--- config.mk ---
export PLATFORM = sky130hd
export DESIGN_NAME = dual_actuator_deploy_sequencer_flat
export DESIGN_NICKNAME = d
export VERILOG_FILES = /design/src/hw/rtl/dasq_pkg.sv /design/src/hw/rtl/dasq_if.sv /design/src/hw/rtl/dual_actuator_deploy_sequencer.sv /design/src/hw/rtl/dasq_parser.sv /design/src/hw/rtl/dasq_extender.sv /design/src/flat_wrapper.sv
export SDC_FILE = /design/constraint.sdc
export NUM_CORES = 1
export LEC_CHECK = 0
export ABC_AREA = 1
export BUFFER_PORTS_ARGS = -buffer_cell sky130_fd_sc_hd__buf_2
export CAP_MARGIN = 10
export CORE_ASPECT_RATIO = 2
export CORE_UTILIZATION = 50
export DETAILED_ROUTE_END_ITERATION = 12
export PLACE_DENSITY = 0.65
export SLEW_MARGIN = 20
export SYNTH_ARGS = -nofsm -noshare
export SYNTH_HDL_FRONTEND = slang
export SYNTH_SLANG_ARGS = --single-unit
export TNS_END_PERCENT = 50
--- constraint.sdc ---
create_clock -name clk_i -period 3.9 [get_ports clk_i]
set_input_delay 0.195 -clock clk_i [delete_from_list [all_inputs] [get_ports clk_i]]
set_output_delay 0.195 -clock clk_i [all_outputs]
set_load 0.05 [all_outputs]
--- src/hw/rtl/dasq_pkg.sv ---
// ----------------------------------------------------------------------------
// dasq_pkg
// Shared types, codes and helpers of the dual actuator deploy sequencer.
// ----------------------------------------------------------------------------
`timescale 1ns / 1ps

package dasq_pkg;

  localparam int unsigned PULSE_W = 12;
  localparam int unsigned TIME_W  = 20;
  localparam int unsigned CFG_IDX_W = 3;
  localparam int unsigned CFG_DATA_W = 20;

  localparam logic [7:0] CH_ESC      = 8'h1B;
  localparam logic [7:0] CH_BRACKET  = 8'h5B;
  localparam logic [7:0] CH_UP       = 8'h41;
  localparam logic [7:0] CH_DOWN     = 8'h42;
  localparam logic [7:0] CH_RIGHT    = 8'h43;
  localparam logic [7:0] CH_LEFT     = 8'h44;
  localparam logic [7:0] CH_EXT_UC   = 8'h45;
  localparam logic [7:0] CH_RET_UC   = 8'h52;
  localparam logic [7:0] CH_STOP_UC  = 8'h53;
  localparam logic [7:0] CH_EXT_LC   = 8'h65;
  localparam logic [7:0] CH_RET_LC   = 8'h72;
  localparam logic [7:0] CH_STOP_LC  = 8'h73;

  typedef enum logic [2:0] {
    CMD_NONE    = 3'd0,
    CMD_EXTEND  = 3'd1,
    CMD_RETRACT = 3'd2,
    CMD_STOP    = 3'd3,
    CMD_TLEFT   = 3'd4,
    CMD_TRIGHT  = 3'd5,
    CMD_TSTOP   = 3'd6
  } cmd_e;

  typedef enum logic [1:0] {
    PM_NORMAL = 2'd0,
    PM_ESC    = 2'd1,
    PM_CSI    = 2'd2
  } parse_mode_e;

  typedef enum logic [1:0] {
    XS_IDLE       = 2'd0,
    XS_EXTENDING  = 2'd1,
    XS_EXTENDED   = 2'd2,
    XS_RETRACTING = 2'd3
  } ext_state_e;

  typedef enum logic [1:0] {
    TD_STOPPED = 2'd0,
    TD_LEFT    = 2'd1,
    TD_RIGHT   = 2'd2
  } tilt_e;

  typedef enum logic [CFG_IDX_W-1:0] {
    REG_EXT_STOP    = 3'd0,
    REG_EXT_FORWARD = 3'd1,
    REG_EXT_REVERSE = 3'd2,
    REG_TILT_LEFT   = 3'd3,
    REG_TILT_RIGHT  = 3'd4,
    REG_EXT_TIMEOUT = 3'd5,
    REG_RETRACT     = 3'd6
  } cfg_idx_e;

  typedef struct packed {
    ext_state_e mode;
    logic       timeout;
  } ext_status_t;

  function automatic logic [PULSE_W-1:0] ext_pulse(
    input ext_state_e         s,
    input logic [PULSE_W-1:0] stop_us,
    input logic [PULSE_W-1:0] fwd_us,
    input logic [PULSE_W-1:0] rev_us
  );
    logic [PULSE_W-1:0] p;
    case (s)
      XS_EXTENDING:  p = fwd_us;
      XS_RETRACTING: p = rev_us;
      default:       p = stop_us;
    endcase
    return p;
  endfunction

endpackage

--- src/hw/rtl/dasq_if.sv ---
// ----------------------------------------------------------------------------
// dasq_if
// Handshake channels of the sequencer: input items, result items, config.
// ----------------------------------------------------------------------------
`timescale 1ns / 1ps

interface dasq_in_if;
  logic       valid;
  logic       ready;
  logic       byte_valid;
  logic [7:0] rx_byte;
  logic       ms_tick;
  logic       armed;
  logic       limit_one;
  logic       limit_two;

  modport source (output valid, byte_valid, rx_byte, ms_tick, armed, limit_one, limit_two,
                  input ready);
  modport sink   (input valid, byte_valid, rx_byte, ms_tick, armed, limit_one, limit_two,
                  output ready);
endinterface

interface dasq_out_if;
  logic        valid;
  logic        ready;
  logic [2:0]  command;
  logic [1:0]  ext_one_mode;
  logic [1:0]  ext_two_mode;
  logic [11:0] ext_one_pulse_us;
  logic [11:0] ext_two_pulse_us;
  logic [1:0]  tilt_drive;
  logic [11:0] tilt_pulse_us;
  logic        ext_one_timeout;
  logic        ext_two_timeout;

  modport source (output valid, command, ext_one_mode, ext_two_mode, ext_one_pulse_us,
                  ext_two_pulse_us, tilt_drive, tilt_pulse_us, ext_one_timeout,
                  ext_two_timeout, input ready);
  modport sink   (input valid, command, ext_one_mode, ext_two_mode, ext_one_pulse_us,
                  ext_two_pulse_us, tilt_drive, tilt_pulse_us, ext_one_timeout,
                  ext_two_timeout, output ready);
endinterface

interface dasq_cfg_if;
  logic        valid;
  logic        ready;
  logic [2:0]  index;
  logic [19:0] data;

  modport source (output valid, index, data, input ready);
  modport sink   (input valid, index, data, output ready);
endinterface

--- src/hw/rtl/dual_actuator_deploy_sequencer.sv ---
// ----------------------------------------------------------------------------
// dual_actuator_deploy_sequencer
// Console-driven sequencer for two extenders and a tilt drive.
//
//   Channel  Dir  Handshake     Contents
//   in_i     in   valid/ready   byte_valid, rx_byte, ms_tick, armed, limits
//   cfg_i    in   valid/ready   register index and write data
//   out_o    out  valid/ready   command, modes, pulses, tilt, timeout flags
//
// State updates at the accepting edge and the result is in the output register
// from that same edge. A new item is accepted every cycle while the output
// register is empty or being taken. Reset puts all machines at rest, loads the
// register defaults and empties the output. Config writes are accepted in every
// cycle.
// ----------------------------------------------------------------------------
`timescale 1ns / 1ps

module dual_actuator_deploy_sequencer #(
  parameter int unsigned ELAPSED_BITS = 20
) (
  input  logic           clk_i,
  input  logic           rst_ni,
  dasq_in_if.sink        in_i,
  dasq_cfg_if.sink       cfg_i,
  dasq_out_if.source     out_o
);
  import dasq_pkg::*;

  logic [PULSE_W-1:0] ext_stop_q, ext_fwd_q, ext_rev_q, tilt_lft_q, tilt_rgt_q;
  logic [TIME_W-1:0]  ext_timeout_q, retract_time_q;
  tilt_e              tilt_q, tilt_d;
  logic               accept;
  cmd_e               cmd;
  ext_status_t        st_one, st_two;
  logic [PULSE_W-1:0] tilt_pulse;
  logic               out_valid_q;

  assign cfg_i.ready = 1'b1;
  assign in_i.ready  = !out_valid_q || out_o.ready;
  assign accept      = in_i.valid && in_i.ready;

  always_ff @(posedge clk_i or negedge rst_ni) begin
    if (!rst_ni) begin
      ext_stop_q     <= PULSE_W'(1500);
      ext_fwd_q      <= PULSE_W'(2000);
      ext_rev_q      <= PULSE_W'(1000);
      tilt_lft_q     <= PULSE_W'(1300);
      tilt_rgt_q     <= PULSE_W'(1700);
      ext_timeout_q  <= TIME_W'(30000);
      retract_time_q <= TIME_W'(20000);
    end else if (cfg_i.valid) begin
      case (cfg_idx_e'(cfg_i.index))
        REG_EXT_STOP:    ext_stop_q     <= cfg_i.data[PULSE_W-1:0];
        REG_EXT_FORWARD: ext_fwd_q      <= cfg_i.data[PULSE_W-1:0];
        REG_EXT_REVERSE: ext_rev_q      <= cfg_i.data[PULSE_W-1:0];
        REG_TILT_LEFT:   tilt_lft_q     <= cfg_i.data[PULSE_W-1:0];
        REG_TILT_RIGHT:  tilt_rgt_q     <= cfg_i.data[PULSE_W-1:0];
        REG_EXT_TIMEOUT: ext_timeout_q  <= cfg_i.data[TIME_W-1:0];
        REG_RETRACT:     retract_time_q <= cfg_i.data[TIME_W-1:0];
        default: ;
      endcase
    end
  end

  dasq_parser u_parser (
    .clk_i        (clk_i),
    .rst_ni       (rst_ni),
    .en_i         (accept),
    .byte_valid_i (in_i.byte_valid),
    .rx_byte_i    (in_i.rx_byte),
    .cmd_o        (cmd)
  );

  dasq_extender #(.ELAPSED_BITS(ELAPSED_BITS)) u_ext_one (
    .clk_i     (clk_i),
    .rst_ni    (rst_ni),
    .en_i      (accept),
    .tick_i    (in_i.ms_tick),
    .limit_i   (in_i.limit_one),
    .armed_i   (in_i.armed),
    .cmd_i     (cmd),
    .timeout_i (ext_timeout_q),
    .retract_i (retract_time_q),
    .status_o  (st_one)
  );

  dasq_extender #(.ELAPSED_BITS(ELAPSED_BITS)) u_ext_two (
    .clk_i     (clk_i),
    .rst_ni    (rst_ni),
    .en_i      (accept),
    .tick_i    (in_i.ms_tick),
    .limit_i   (in_i.limit_two),
    .armed_i   (in_i.armed),
    .cmd_i     (cmd),
    .timeout_i (ext_timeout_q),
    .retract_i (retract_time_q),
    .status_o  (st_two)
  );

  always_comb begin
    tilt_d = tilt_q;
    if (in_i.armed) begin
      case (cmd)
        CMD_TLEFT:  tilt_d = TD_LEFT;
        CMD_TRIGHT: tilt_d = TD_RIGHT;
        CMD_TSTOP:  tilt_d = TD_STOPPED;
        CMD_STOP:   tilt_d = TD_STOPPED;
        default:    tilt_d = tilt_q;
      endcase
    end
  end

  always_comb begin
    case (tilt_d)
      TD_LEFT:  tilt_pulse = tilt_lft_q;
      TD_RIGHT: tilt_pulse = tilt_rgt_q;
      default:  tilt_pulse = '0;
    endcase
  end

  always_ff @(posedge clk_i or negedge rst_ni) begin
    if (!rst_ni) begin
      tilt_q      <= TD_STOPPED;
      out_valid_q <= 1'b0;
    end else begin
      if (accept) begin
        tilt_q <= tilt_d;
      end
      if (accept) begin
        out_valid_q <= 1'b1;
      end else if (out_o.ready) begin
        out_valid_q <= 1'b0;
      end
    end
  end

  always_ff @(posedge clk_i) begin
    if (accept) begin
      out_o.command          <= cmd;
      out_o.ext_one_mode     <= st_one.mode;
      out_o.ext_two_mode     <= st_two.mode;
      out_o.ext_one_pulse_us <= ext_pulse(st_one.mode, ext_stop_q, ext_fwd_q, ext_rev_q);
      out_o.ext_two_pulse_us <= ext_pulse(st_two.mode, ext_stop_q, ext_fwd_q, ext_rev_q);
      out_o.tilt_drive       <= tilt_d;
      out_o.tilt_pulse_us    <= tilt_pulse;
      out_o.ext_one_timeout  <= st_one.timeout;
      out_o.ext_two_timeout  <= st_two.timeout;
    end
  end

  assign out_o.valid = out_valid_q;

endmodule

--- src/hw/rtl/dasq_parser.sv ---
// ----------------------------------------------------------------------------
// dasq_parser
// Console escape parser that turns bytes into extender and tilt commands.
// ----------------------------------------------------------------------------
`timescale 1ns / 1ps

module dasq_parser (
  input  logic          clk_i,
  input  logic          rst_ni,
  input  logic          en_i,
  input  logic          byte_valid_i,
  input  logic [7:0]    rx_byte_i,
  output dasq_pkg::cmd_e cmd_o
);
  import dasq_pkg::*;

  parse_mode_e mode_q, mode_d;

  always_comb begin
    mode_d = mode_q;
    if (byte_valid_i) begin
      case (mode_q)
        PM_NORMAL: begin
          if (rx_byte_i == CH_ESC) mode_d = PM_ESC;
        end
        PM_ESC: begin
          mode_d = (rx_byte_i == CH_BRACKET) ? PM_CSI : PM_NORMAL;
        end
        default: mode_d = PM_NORMAL;
      endcase
    end
  end

  always_comb begin
    cmd_o = CMD_NONE;
    if (byte_valid_i) begin
      case (mode_q)
        PM_NORMAL: begin
          if (rx_byte_i == CH_EXT_LC || rx_byte_i == CH_EXT_UC) cmd_o = CMD_EXTEND;
          else if (rx_byte_i == CH_RET_LC || rx_byte_i == CH_RET_UC) cmd_o = CMD_RETRACT;
          else if (rx_byte_i == CH_STOP_LC || rx_byte_i == CH_STOP_UC) cmd_o = CMD_STOP;
        end
        PM_CSI: begin
          if (rx_byte_i == CH_RIGHT) cmd_o = CMD_TRIGHT;
          else if (rx_byte_i == CH_LEFT) cmd_o = CMD_TLEFT;
          else if (rx_byte_i == CH_UP || rx_byte_i == CH_DOWN) cmd_o = CMD_TSTOP;
        end
        default: cmd_o = CMD_NONE;
      endcase
    end
  end

  always_ff @(posedge clk_i or negedge rst_ni) begin
    if (!rst_ni) begin
      mode_q <= PM_NORMAL;
    end else if (en_i) begin
      mode_q <= mode_d;
    end
  end

endmodule

--- src/hw/rtl/dasq_extender.sv ---
// ----------------------------------------------------------------------------
// dasq_extender
// One extender machine with its limit latch and saturating elapsed counter.
// ----------------------------------------------------------------------------
`timescale 1ns / 1ps

module dasq_extender #(
  parameter int unsigned ELAPSED_BITS = 20
) (
  input  logic                          clk_i,
  input  logic                          rst_ni,
  input  logic                          en_i,
  input  logic                          tick_i,
  input  logic                          limit_i,
  input  logic                          armed_i,
  input  dasq_pkg::cmd_e                cmd_i,
  input  logic [dasq_pkg::TIME_W-1:0]   timeout_i,
  input  logic [dasq_pkg::TIME_W-1:0]   retract_i,
  output dasq_pkg::ext_status_t         status_o
);
  import dasq_pkg::*;

  localparam int unsigned CW = (ELAPSED_BITS > TIME_W) ? ELAPSED_BITS : TIME_W;

  ext_state_e              state_q, state_d;
  logic [ELAPSED_BITS-1:0] elapsed_q, elapsed_d, elapsed_tick;
  logic                    latch_q, latch_d, latch_tick;
  logic                    timed_out;
  logic                    over_timeout, over_retract;

  always_comb begin
    elapsed_tick = elapsed_q;
    if (tick_i && (elapsed_q != {ELAPSED_BITS{1'b1}})) begin
      elapsed_tick = elapsed_q + 1'b1;
    end
    latch_tick = latch_q | limit_i;
    over_timeout = CW'(elapsed_tick) >= CW'(timeout_i);
    over_retract = CW'(elapsed_tick) >= CW'(retract_i);
  end

  always_comb begin
    state_d   = state_q;
    elapsed_d = elapsed_tick;
    latch_d   = latch_tick;
    timed_out = 1'b0;
    if (armed_i) begin
      if (cmd_i == CMD_STOP) begin
        state_d = XS_IDLE;
      end else if (cmd_i == CMD_RETRACT) begin
        elapsed_d = '0;
        state_d   = XS_RETRACTING;
      end else begin
        case (state_q)
          XS_IDLE: begin
            if (cmd_i == CMD_EXTEND) begin
              latch_d   = 1'b0;
              elapsed_d = '0;
              state_d   = XS_EXTENDING;
            end
          end
          XS_EXTENDING: begin
            if (latch_tick) begin
              state_d = XS_EXTENDED;
            end else if (over_timeout) begin
              state_d   = XS_IDLE;
              timed_out = 1'b1;
            end
          end
          XS_RETRACTING: begin
            if (over_retract) state_d = XS_IDLE;
          end
          default: state_d = state_q;
        endcase
      end
    end
  end

  always_comb begin
    status_o.mode    = state_d;
    status_o.timeout = timed_out;
  end

  always_ff @(posedge clk_i or negedge rst_ni) begin
    if (!rst_ni) begin
      state_q   <= XS_IDLE;
      elapsed_q <= '0;
      latch_q   <= 1'b0;
    end else if (en_i) begin
      state_q   <= state_d;
      elapsed_q <= elapsed_d;
      latch_q   <= latch_d;
    end
  end

endmodule

--- src/flat_wrapper.sv ---
// flat-port wrapper written by rule: the top's interface ports become plain ports
module dual_actuator_deploy_sequencer_flat import dasq_pkg::*;
#(
  parameter int unsigned ELAPSED_BITS = 20
)
  (clk_i, rst_ni, in_i_valid, in_i_byte_valid, in_i_rx_byte, in_i_ms_tick, in_i_armed, in_i_limit_one, in_i_limit_two, in_i_ready, cfg_i_valid, cfg_i_index, cfg_i_data, cfg_i_ready, out_o_valid, out_o_command, out_o_ext_one_mode, out_o_ext_two_mode, out_o_ext_one_pulse_us, out_o_ext_two_pulse_us, out_o_tilt_drive, out_o_tilt_pulse_us, out_o_ext_one_timeout, out_o_ext_two_timeout, out_o_ready);
  dasq_in_if in_i_i ();
  dasq_cfg_if cfg_i_i ();
  dasq_out_if out_o_i ();
  input  logic clk_i;
  input  logic rst_ni;
  input wire logic [$bits(in_i_i.valid)-1:0] in_i_valid;
  input wire logic [$bits(in_i_i.byte_valid)-1:0] in_i_byte_valid;
  input wire logic [$bits(in_i_i.rx_byte)-1:0] in_i_rx_byte;
  input wire logic [$bits(in_i_i.ms_tick)-1:0] in_i_ms_tick;
  input wire logic [$bits(in_i_i.armed)-1:0] in_i_armed;
  input wire logic [$bits(in_i_i.limit_one)-1:0] in_i_limit_one;
  input wire logic [$bits(in_i_i.limit_two)-1:0] in_i_limit_two;
  output wire logic [$bits(in_i_i.ready)-1:0] in_i_ready;
  input wire logic [$bits(cfg_i_i.valid)-1:0] cfg_i_valid;
  input wire logic [$bits(cfg_i_i.index)-1:0] cfg_i_index;
  input wire logic [$bits(cfg_i_i.data)-1:0] cfg_i_data;
  output wire logic [$bits(cfg_i_i.ready)-1:0] cfg_i_ready;
  output wire logic [$bits(out_o_i.valid)-1:0] out_o_valid;
  output wire logic [$bits(out_o_i.command)-1:0] out_o_command;
  output wire logic [$bits(out_o_i.ext_one_mode)-1:0] out_o_ext_one_mode;
  output wire logic [$bits(out_o_i.ext_two_mode)-1:0] out_o_ext_two_mode;
  output wire logic [$bits(out_o_i.ext_one_pulse_us)-1:0] out_o_ext_one_pulse_us;
  output wire logic [$bits(out_o_i.ext_two_pulse_us)-1:0] out_o_ext_two_pulse_us;
  output wire logic [$bits(out_o_i.tilt_drive)-1:0] out_o_tilt_drive;
  output wire logic [$bits(out_o_i.tilt_pulse_us)-1:0] out_o_tilt_pulse_us;
  output wire logic [$bits(out_o_i.ext_one_timeout)-1:0] out_o_ext_one_timeout;
  output wire logic [$bits(out_o_i.ext_two_timeout)-1:0] out_o_ext_two_timeout;
  input wire logic [$bits(out_o_i.ready)-1:0] out_o_ready;
  assign in_i_i.valid = in_i_valid;
  assign in_i_i.byte_valid = in_i_byte_valid;
  assign in_i_i.rx_byte = in_i_rx_byte;
  assign in_i_i.ms_tick = in_i_ms_tick;
  assign in_i_i.armed = in_i_armed;
  assign in_i_i.limit_one = in_i_limit_one;
  assign in_i_i.limit_two = in_i_limit_two;
  assign in_i_ready = in_i_i.ready;
  assign cfg_i_i.valid = cfg_i_valid;
  assign cfg_i_i.index = cfg_i_index;
  assign cfg_i_i.data = cfg_i_data;
  assign cfg_i_ready = cfg_i_i.ready;
  assign out_o_valid = out_o_i.valid;
  assign out_o_command = out_o_i.command;
  assign out_o_ext_one_mode = out_o_i.ext_one_mode;
  assign out_o_ext_two_mode = out_o_i.ext_two_mode;
  assign out_o_ext_one_pulse_us = out_o_i.ext_one_pulse_us;
  assign out_o_ext_two_pulse_us = out_o_i.ext_two_pulse_us;
  assign out_o_tilt_drive = out_o_i.tilt_drive;
  assign out_o_tilt_pulse_us = out_o_i.tilt_pulse_us;
  assign out_o_ext_one_timeout = out_o_i.ext_one_timeout;
  assign out_o_ext_two_timeout = out_o_i.ext_two_timeout;
  assign out_o_i.ready = out_o_ready;
  dual_actuator_deploy_sequencer #(.ELAPSED_BITS(ELAPSED_BITS)) u_core (.clk_i(clk_i), .rst_ni(rst_ni), .in_i(in_i_i), .cfg_i(cfg_i_i), .out_o(out_o_i));
endmodule
Word-level counts from Yosys, hierarchy flattened

Cells that the tools add are included.

$add $sub $neg: 2
Magnitude comparators: 4
Equal/unequal tests: 39
Mux-type cells: 58
Bitwise gates (word level): 5
Reductions and logical operators: 25

Operators by type and width:

| kind                                           | count |
|---|---|
| two-way mux 20 bit                             | 12 |
| == test 8 x 7 -> 1 bit (second input constant) | 11 |
| >= comparator 20 bit                           | 4 |
| case mux 12 bit (2 select lines)               | 3 |
| adder 20 x 1 -> 20 bit (second input constant) | 2 |
| two-way mux 2 bit                              | 20 |
| != test 20 bit (second input constant)         | 2 |
| == test 3 bit (second input constant)          | 6 |
| case mux 2 bit (3 select lines)                | 3 |
| two-way mux 1 bit                              | 14 |
| AND reduction 2 bit                            | 7 |
| == test 2 x 1 -> 1 bit (second input constant) | 6 |
| == test 2 bit (second input constant)          | 6 |
| == test 3 x 2 -> 1 bit (second input constant) | 4 |
| two-way mux 3 bit                              | 4 |
| OR reduction 5 bit                             | 2 |
| == test 8 x 5 -> 1 bit (second input constant) | 1 |
| == test 3 x 1 -> 1 bit (second input constant) | 2 |
| zero test 2 bit                                | 3 |
| case mux 3 bit (2 select lines)                | 1 |
| logical OR 1 bit                               | 5 |
| case mux 2 bit (2 select lines)                | 1 |
| logical AND 1 bit                              | 3 |
| zero test 3 bit                                | 1 |
| 7 further kinds                                | 10 |

Bits in registers: 198
Input port bits: 41
Word-level logic and storage cells: 158

Logic depth before layout (Yosys ltp)

Gate-level depths: netlist of run 1.

Depth in word-level cells: 15
Depth in mapped cells: 30

Cells and area by module

A second synthesis of run 1 with hierarchy kept.

Cells, all modules: 1,508
Area total of the unflattened synthesis: 12,260.5 um^2

By module, submodules not included:

| module                         | times used | cells each | area each (um^2) | sequential area each (um^2) |
|---|---|---|---|---|
| dual_actuator_deploy_sequencer | 1          | 557        | 6,174.7          | 4,038.9 |
| dasq_extender                  | 2          | 444        | 2,881.5          | 575.6 |
| dasq_parser                    | 1          | 63         | 322.8            | 50.0 |

Worst setup path before layout of run 1

OpenSTA, ideal clock, no wires.

Path type: register -> register
Start point: reg u_core.u_ext_one.elapsed_q[0]
End point: reg u_core.out_o.ext_one_pulse_us[10] (data pin)
Setup time: 0.259 ns
Arrival: 3.125 ns
Data required time: 3.641 ns
Path slack: 0.516 ns
Stages on the path, launching flop included: 27
Period minus slack after synthesis: 3.384 ns
Cells stage by stage: dfrtp_1 -> ha_1 -> nand2_1 -> nor2_1 -> nand2_1 -> nor4_2 -> nand2_1 -> nand2_1 -> inv_2 -> buf_2 -> o21ai_0 -> inv_1 -> ha_1 -> nand2_1 -> nor2_1 -> nand4_1 -> nor3_1 -> nand2_1 -> nand2_1 -> nand2_1 -> inv_1 -> nand2_2 -> nand2_2 -> nand2_4 -> buf_6 -> nand3_1 -> nand3_1

Word-level cells in the longest chain between the ends: 12
Elaborated cells between the ends (all ways): 16
Those cells by class: add/sub (1); order compare (2); eq/ne (3); mux (9); reduce/logical (1)

Ends and longest elaborated chain:

| element                                                                        | line                                  | RTL |
|---|---|---|
| start, declared                                                                | dasq_extender.sv:26                   | `logic [ELAPSED_BITS-1:0] elapsed_q, elapsed_d, elapsed_tick;` |
| start signal, assigned                                                         | dasq_extender.sv:90                   | `elapsed_q <= elapsed_d;` |
| parallel branches: the longest is 2 deep, another holds adder 20 x 1 -> 20 bit | n/a                                   |  |
| two-way mux 20 bit *                                                           | dasq_extender.sv:33                   | `if (tick_i && (elapsed_q != {ELAPSED_BITS{1'b1}})) begin` |
| >= comparator 20 bit                                                           | dasq_extender.sv:37                   | `over_timeout = CW'(elapsed_tick) >= CW'(timeout_i);` |
| two-way mux 2 bit                                                              | dasq_extender.sv:64                   | `end else if (over_timeout) begin` |
| two-way mux 2 bit                                                              | dasq_extender.sv:62                   | `if (latch_tick) begin` |
| case mux 2 bit (3 select lines) *                                              | dasq_extender.sv:53                   | `case (state_q)` |
| two-way mux 2 bit *                                                            | dasq_extender.sv:49                   | `end else if (cmd_i == CMD_RETRACT) begin` |
| two-way mux 2 bit *                                                            | dasq_extender.sv:47                   | `if (cmd_i == CMD_STOP) begin` |
| two-way mux 2 bit *                                                            | dasq_extender.sv:46                   | `if (armed_i) begin` |
| == test 2 bit or == test 2 x 1 -> 1 bit (tied branches)                        | dasq_pkg.sv:78                        | `case (s)` |
| case mux 12 bit (2 select lines) *                                             | dasq_pkg.sv:78                        |  |
| end signal, assigned                                                           | dual_actuator_deploy_sequencer.sv:142 | `out_o.ext_one_pulse_us <= ext_pulse(st_one.mode, ext_stop_q, ext_fwd_q, ext_rev_q);` |
| end, declared                                                                  | dasq_if.sv:36                         | `modport source (output valid, command, ext_one_mode, ext_two_mode, ext_one_pulse_us,` |

Every way passes the cells marked *.
A chain may end at the register's enable or synchronous reset.

Worst setup path in the final report of run 1

Start point: reg u_core.u_ext_two.elapsed_q[1]
End point: reg u_core.out_o.ext_two_pulse_us[3] in the netlist's numbering (data pin)

Word-level cells in the longest chain between the ends: 12
Elaborated cells between the ends (all ways): 16
Those cells by class: add/sub (1); order compare (2); eq/ne (3); mux (9); reduce/logical (1)

Ends and longest elaborated chain:

| element                                                                        | line                                  | RTL |
|---|---|---|
| start, declared                                                                | dasq_extender.sv:26                   |  |
| start signal, assigned                                                         | dasq_extender.sv:90                   |  |
| parallel branches: the longest is 2 deep, another holds adder 20 x 1 -> 20 bit | n/a                                   |  |
| two-way mux 20 bit *                                                           | dasq_extender.sv:33                   |  |
| >= comparator 20 bit                                                           | dasq_extender.sv:37                   |  |
| two-way mux 2 bit                                                              | dasq_extender.sv:64                   |  |
| two-way mux 2 bit                                                              | dasq_extender.sv:62                   |  |
| case mux 2 bit (3 select lines) *                                              | dasq_extender.sv:53                   |  |
| two-way mux 2 bit *                                                            | dasq_extender.sv:49                   |  |
| two-way mux 2 bit *                                                            | dasq_extender.sv:47                   |  |
| two-way mux 2 bit *                                                            | dasq_extender.sv:46                   |  |
| == test 2 bit or == test 2 x 1 -> 1 bit (tied branches)                        | dasq_pkg.sv:78                        |  |
| case mux 12 bit (2 select lines) *                                             | dasq_pkg.sv:78                        |  |
| end signal, assigned                                                           | dual_actuator_deploy_sequencer.sv:143 | `out_o.ext_two_pulse_us <= ext_pulse(st_two.mode, ext_stop_q, ext_fwd_q, ext_rev_q);` |
| end, declared                                                                  | dasq_if.sv:37                         | `ext_two_pulse_us, tilt_drive, tilt_pulse_us, ext_one_timeout,` |

Marks and branches as above.

==> run metrics, run 1 <==
min cycle time layout=around 3800 ps; Gate Count Post-Synth=about 1400; flop2flop setup slack=~77 ps; max_cap viols=0; DRC=0; Synth Warn #=0; Arr. time, crit path=4020 ps; WL per Instance=18.7 um; CTS sink count=198; largest net degree at the start of global routing=slightly below 90; Yosys cell types=~40; outcome=completed; crit-path max FO=7; register area=5240 sq um; reg2reg end=u_core.out_o.ext_two_pulse_us[3]; clk buf depth=2; sequential share of the synthesized area=45.2%; die span in y=roughly 220 um; antenna-violating nets left=0; fraction of registers with async set/reset=about 76%; EDFF count, synth=47; # rows=between 70 and 80; iteration count of the initial detailed-routing pass=5; ys flop type=dfrtp_1; Critical Path Sink Type=register; Post-layout nets=approximately 1700; GR Util All Layers=a little under a third; DR vias=between 10000 and 15000; top cell type by total area after synthesis=dfrtp_1; # setup viols final=0; Root Driver=clkbuf_16; core area=22700 sq um; Fin. Hold Viols=0; fin. max-slew vios=0; switching share of power=roughly 40%; worst hold stages=3; measured slew at the worst slew-check pin=about 1100 ps; syn avg cell area=about 8.1 sq um; initial core utilization=between 50% and 60%; Top-Level Pins=between 90 and 100; die width=between 100 and 150 um; # diodes=0; Clk pwr share=about 25%; top-count cell post-synth=nand2_1; Num CTS Buffers=17; sw power=between 2 and 3 mW; hold_sp=cfg_i_data[17]; initial antenna violation count=1; first-pass GRT wire length=53.7 mm; Total Power=~7 mW; max_slew headroom=a little over a quarter; CTS tree=built; H-tree depth=4; final wirelength=about 35 mm; hold_ws=24.5 ps; Clk Latency, worst-skew pair=between 400 and 500 ps; DRT iter0 DRCs=595; syn nets=around 1600; Final Cycle Share=98.0%; R2R depth=23; mapped cell area=11600 sq um; Sequential Power Share=around 40%; internal power=~4.3 mW; PwrDens=between 500 and 600 nW/um^2; Seq cells post-synth=~200; top-area cell type share of the netlist area=a little under a quarter; Post-DP HPWL=~26 mm; vias in the first global route=roughly 10000; clock slew at reported path FFs=80 ps; most frequent cells after synthesis=nand2_1, inv_1, o21ai_0, nand3_1, dfrtp_1; # fillers=about 2100; Logic pwr share=34.9%; DR vias/cell=~5.4; synth top area cells=dfrtp_1, edfxtp_1, nand2_1; Setup Skew=roughly 11 ps; Hold WC Path Type=in -> reg; Port-buffer cells=between 80 and 90; RSZ-0062 raised after global routing=yes; Req. time, crit path=slightly above 4000 ps; area occupied by multi-input gates=around 5700 sq um; Reg-to-Reg Start=u_core.u_ext_two.elapsed_q[1]; crit path kind=reg -> reg; share of post-route cells with drive strength above 1=about a fifth; Max Freq=between 200 and 300 MHz; grt ovf=0; CP startpoint kind=register; Die ar.=approximately 24000 sq um; Area Overhead vs Synth=17.4%; Hold EP=u_core.retract_time_q[17]; Peak VDD IR=385 uV; Static Leak=~6.6 nW; Final GP Congestion=between 0.9 and 1
power groups by stage:
| stage | clock, mW | combinational (mW) | sequential, mW |
|---|---|---|---|
| 2_1_floorplan | 0 | 1.45 | 3.02 |
| 3_3_place_gp | 0 | 2.34 | 2.91 |
| 3_5_place_dp | 0 | 2.39 | 2.91 |
| 4_1_cts | 1.82 | 2.43 | 2.88 |
| 5_1_grt | 1.90 | 2.82 | 2.94 |
| 6_report | 1.79 | 2.51 | 2.89 |
cell usage in the layout (no fill, tap or decap), types with 39 or more instances in the layout:
cell type and count:
nand2_1 360, inv_1 201, o21ai_0 135, nand3_1 110, dfrtp_1 109, buf_2 88
ha_1 80, nor2_1 72, edfxtp_1 47, buf_4 44, dfstp_2 40, a21oi_1 39
how the worst max path moves through the flow:
| stage | endpoint | cells after the start | from | slack (ps) |
|---|---|---|---|---|
| floorplan | u_core.out_o.ext_one_pulse_us[10] | 26 | u_core.u_ext_one.elapsed_q[0] | 520 |
| global placement | u_core.out_o.ext_two_pulse_us[8] | 22 | u_core.u_ext_two.elapsed_q[1] | -290 |
| detailed placement | u_core.out_o.ext_two_pulse_us[8] | 22 | u_core.u_ext_two.elapsed_q[1] | -310 |
| CTS | u_core.out_o.ext_two_pulse_us[8] | 24 | u_core.u_ext_two.elapsed_q[1] | 20 |
| global route | u_core.out_o.ext_two_pulse_us[3] | 23 | u_core.u_ext_two.elapsed_q[10] | -90 |
| finish | u_core.out_o.ext_two_pulse_us[3] | 23 | u_core.u_ext_two.elapsed_q[1] | 80 |
final cells by class:
type	instances	area share, %
clock buffers	18	3.23
inverters	210	5.85
multi-input cells	990	41.7
well taps	280	2.57
clock inverters	14	1.18
flip-flops and latches	198	38.5
repair buffers	144	6.97
state kept, by name (all words and copies together), names as in the netlist, 20 cells and up:
name	flops
u_core.ext_timeout_q	20
u_core.retract_time_q	20
u_core.u_ext_one.elapsed_q	20
u_core.u_ext_two.elapsed_q	20
critical path, cell delays in order, from the launching register on:
cell and delay [ps]:
dfrtp_2 450, ha_4 170, and3_1 170, nand4_1 130
nand2_4 120, buf_6 150, nor2_4 140, nand2_4 80
xor2_1 280, inv_1 140, ha_1 290, nand2_1 50
nor2_2 130, nand4_1 140, nor3_2 220, nand2_1 90
nand2_2 90, nand2_1 60, inv_1 60, nand2_2 90
nand2_8 170, nand2_8 110, nand3_2 120, nand3_1 90
stage by stage:
step / setup TNS, ps / instances / instance area, sq um / util, % / setup slack, ps
3_3_place_gp: -2880 / 1810 / 12500 / 55.1 / -294
4_1_cts: 0 / 1848 / 13200 / 58.2 / 21.6
3_5_place_dp: -3150 / 1810 / 12500 / 55.1 / -307
5_1_grt: -639 / 1854 / 13600 / 59.9 / -85.1
6_report: 0 / 1854 / 13600 / 59.9 / 77.3
2_1_floorplan: 0 / 1440 / 11600 / - / 516
layer usage:
metal  track usage (%)  vias up  wire length, um
met5                 0        -               10
met1              30.5     4745            11800
met3              5.09      126             1120
li1                  -     4946                -
met2              55.8      284            18700
met4              23.9        2             3090
kinds of logic (layout without fill, tap and decap cells):
group | count (synthesis) | count (layout) | share of synthesized area (%)
adders and majority gates | 84 | 84 | 9.06
and+or+nand+nor | 652 | 655 | 24.2
xor gates and xnor gates | 34 | 34 | 2.57
buffers and inverters | 256 | 386 | 8.97
other | 1 | 1 | 0.0323
DFF | 198 | 198 | 45.2
AOI/OAI and AO/OA | 215 | 216 | 10.0
repair_timing:
| action | CTS | global route |
|---|---|---|
| pin swaps | 0 | 19 |
| setup buffers | 1 | 2 |
| endpoints found under the hold margin | 74 | 0 |
| endpoints found under the setup margin | 15 | 31 |
| hold buffers | 4 | 0 |
| gates cloned | 1 | 4 |
| gates resized for setup | 7 | 73 |
Power figures use the tool's default switching activity.
==> inputs of run 2 (changes only) <==
--- a/config.mk
+++ b/config.mk
@@ -8,10 +8,12 @@
 export ABC_AREA = 1
 export BUFFER_PORTS_ARGS = -buffer_cell sky130_fd_sc_hd__buf_2
 export CAP_MARGIN = 10
+export CELL_PAD_IN_SITES_DETAIL_PLACEMENT = 0
+export CELL_PAD_IN_SITES_GLOBAL_PLACEMENT = 1
 export CORE_ASPECT_RATIO = 2
-export CORE_UTILIZATION = 50
+export CORE_UTILIZATION = 46
 export DETAILED_ROUTE_END_ITERATION = 12
-export PLACE_DENSITY = 0.65
+export PLACE_DENSITY = 0.78
 export SLEW_MARGIN = 20
 export SYNTH_ARGS = -nofsm -noshare
 export SYNTH_HDL_FRONTEND = slang
==> run 2 against run 1 <==
Net effect:
- global-route usage decreased by 2.7 points
- final cell count is 1.2% higher
- non-clock buffer count decreased by 28
- critical endpoint is now u_core.out_o.ext_two_pulse_us[10]
==> run metrics, run 2 (synthesis gave the netlist of run 1 again) <==
outcome=completed (unchanged); Critical Path Sink Type=register (unchanged); CP max-delay cell=dfrtp_1 (was dfrtp_2); Static Leak=6.44 nW (was 6.63 nW); Hold WC Path Type=in -> reg (unchanged); core area=24600 sq um (was 22700 sq um); measured slew at the worst slew-check pin=938 ps (was 1100 ps); clock slew at reported path FFs=80 ps (about the same); Post-DP HPWL=26.1 mm (was 25.6 mm); fin. max-slew vios=0 (unchanged); CTS sink count=198 (unchanged); die span in y=227 um (was 217 um); initial antenna violation count=1 (unchanged); H-tree depth=4 (unchanged); CP cell instances=nand2_1, nor3_1, nand4_1, nand2_4, inv_6, or2_2, o21ai_0, inv_1, ha_1, nand2_1, nor2_2, nand2_1, nor2_1, nand2_1, nand2_1, nor2_2, nand3_1, nand2_1, inv_1, nand2_2, nand2_4, nand2_8, nand3_2, nand3_1 (was ha_4, and3_1, nand4_1, nand2_4, buf_6, nor2_4, nand2_4, xor2_1, inv_1, ha_1, nand2_1, nor2_2, nand4_1, nor3_2, nand2_1, nand2_2, nand2_1, inv_1, nand2_2, nand2_8, nand2_8, nand3_2, nand3_1); Peak VDD IR=324 uV (was 385 uV); max_slew headroom=37.3% (was 26.2%); Arr. time, crit path=3850 ps (was 4020 ps); Port-buffer cells=89 (unchanged); WL per Instance=18.5 um (was 18.7 um); DR vias=9961 (was 10100); first-pass GRT wire length=53.7 mm (about the same); total negative slack=0 ps (unchanged); Req. time, crit path=4090 ps (was 4100 ps); most frequent CP cell=nand2_1 (unchanged); clk buf depth=2 (unchanged); worst hold stages=3 (unchanged); CP startpoint kind=register (unchanged); Total Power=7.04 mW (was 7.20 mW); # setup viols final=0 (unchanged); DRT iter0 DRCs=520 (was 595); Finished Cell Area=13200 sq um (was 13600 sq um); hold_sp=cfg_i_data[14] (was cfg_i_data[17]); flop2flop setup slack=250 ps (was 80 ps); die width=114 um (was 110 um); commonest non-fill, non-tap cell in the layout=nand2_1 (unchanged); Fin. Hold Viols=0 (unchanged); Clk Latency, worst-skew pair=470 ps (was 460 ps); max_cap viols=0 (unchanged); Final GP Congestion=0.883 (was 0.956); R2R depth=24 (was 23); DR vias/cell=5.31 (was 5.45); CP delay by family, top=simple AND/OR/NAND/NOR gates (unchanged); Setup Skew=16.0 ps (was 10.8 ps); RSZ-0062 raised after global routing=yes (unchanged); Max Freq=274 MHz (was 262 MHz); Num CTS Buffers=17 (unchanged); Hold EP=u_core.ext_timeout_q[14] (was u_core.retract_time_q[17]); Die ar.=25900 sq um (was 23800 sq um); iteration count of the initial detailed-routing pass=5 (unchanged); most frequent cells in the layout=nand2_1, inv_1, o21ai_0 (unchanged); DRC=0 (unchanged); GR Util All Layers=28.3% (was 31.0%); reg2reg end=u_core.out_o.ext_two_pulse_us[10] (was u_core.out_o.ext_two_pulse_us[3]); largest net degree at the start of global routing=103 (was 88); initial core utilization=47.1% (was 51.0%); Final Cycle Share=93.7% (was 98.0%); PwrDens=532 nW/um^2 (was 529 nW/um^2); # rows=81 (was 78); Post-layout nets=1656 (was 1686); CP Buf/Inv Count=3 (unchanged); min cycle time layout=3650 ps (was 3820 ps); vias in the first global route=9995 (was 10200); CTS tree=built (unchanged); grt ovf=0 (unchanged); Top-Level Pins=91 (unchanged); Slowest Stage Delay on Critical Path=430 ps (was 450 ps); area occupied by multi-input gates=5490 sq um (was 5680 sq um); antenna-violating nets left=0 (unchanged); share of post-route cells with drive strength above 1=15.9% (was 19.3%); Root Driver=clkbuf_16 (unchanged); Area Overhead vs Synth=14.2% (was 17.4%); crit-path max FO=13 (was 7); # fillers=2455 (was 2082); Reg-to-Reg Start=u_core.u_ext_two.elapsed_q[9] (was u_core.u_ext_two.elapsed_q[1]); Placement Cell Area=12400 sq um (was 12500 sq um); crit path kind=reg -> reg (unchanged); final wirelength=34.7 mm (about the same); register area=5240 sq um (about the same)
==> run 2: area by class of cell <==
class / count / share of cell area, %
multi-input combinational: 988 / 41.5
sequential: 198 / 39.6
inverter: 210 / 6.02
timing repair buffer: 116 / 5.35
clock buffer: 19 / 3.34
tap: 332 / 3.14
clock inverter: 13 / 1.12
antenna: 1 / 0.0189
==> run 2: through the flow <==
step           setup slack, ps  util (%)  hold slack (ps)  instances
2_1_floorplan              516         -             -101       1440
6_report                   245      53.8             5.87       1877
3_5_place_dp              27.4      50.4              174       1838
3_3_place_gp              8.75      50.4              174       1838
5_1_grt                  -43.0      53.8             18.2       1877
4_1_cts                   12.4      53.0             10.1       1872
==> run 2: worst min-delay path, cell delays in order <==
cell and delay (ps):
buf_2 100, inv_1 80, o21ai_0 90
==> run 2: timing repair <==
action / in CTS / in global routing
setup endpoints to repair: 1 / 30
pin swaps: 0 / 4
cloned: 0 / 2
resized for setup: 1 / 43
hold endpoints to repair: 46 / 0
hold buffers: 2 / 0
setup buffers: 0 / 2
==> run 2: worst max path at each step <==
stage	startpoint	end	slack, ps	depth (start not counted)
floorplan	u_core.u_ext_one.elapsed_q[0]	u_core.out_o.ext_one_pulse_us[10]	520	26
global placement	u_core.u_ext_two.elapsed_q[1]	u_core.out_o.ext_two_pulse_us[10]	9	22
detailed placement	u_core.u_ext_two.elapsed_q[1]	u_core.out_o.ext_two_pulse_us[10]	30	25
CTS	u_core.u_ext_two.elapsed_q[5]	u_core.out_o.ext_two_pulse_us[10]	10	24
global route	u_core.u_ext_two.elapsed_q[1]	u_core.out_o.ext_two_pulse_us[10]	-40	27
finish	u_core.u_ext_two.elapsed_q[9]	u_core.out_o.ext_two_pulse_us[10]	250	24
==> run 2: metal layers <==
layer | GRT usage (%) | routed length (um)
met1 | 27.1 | 11800
met5 | 0 | 0
met3 | 3.66 | 1010
met2 | 54.1 | 19500
met4 | 20.2 | 2480
==> run 2: report_power, final <==
group | switching [mW] | internal (mW) | total, mW | leakage, nW
logic | 1.60 | 0.771 | 2.37 | 3.86
registers | 0.303 | 2.58 | 2.88 | 2.30
clock network | 0.902 | 0.883 | 1.78 | 0.291
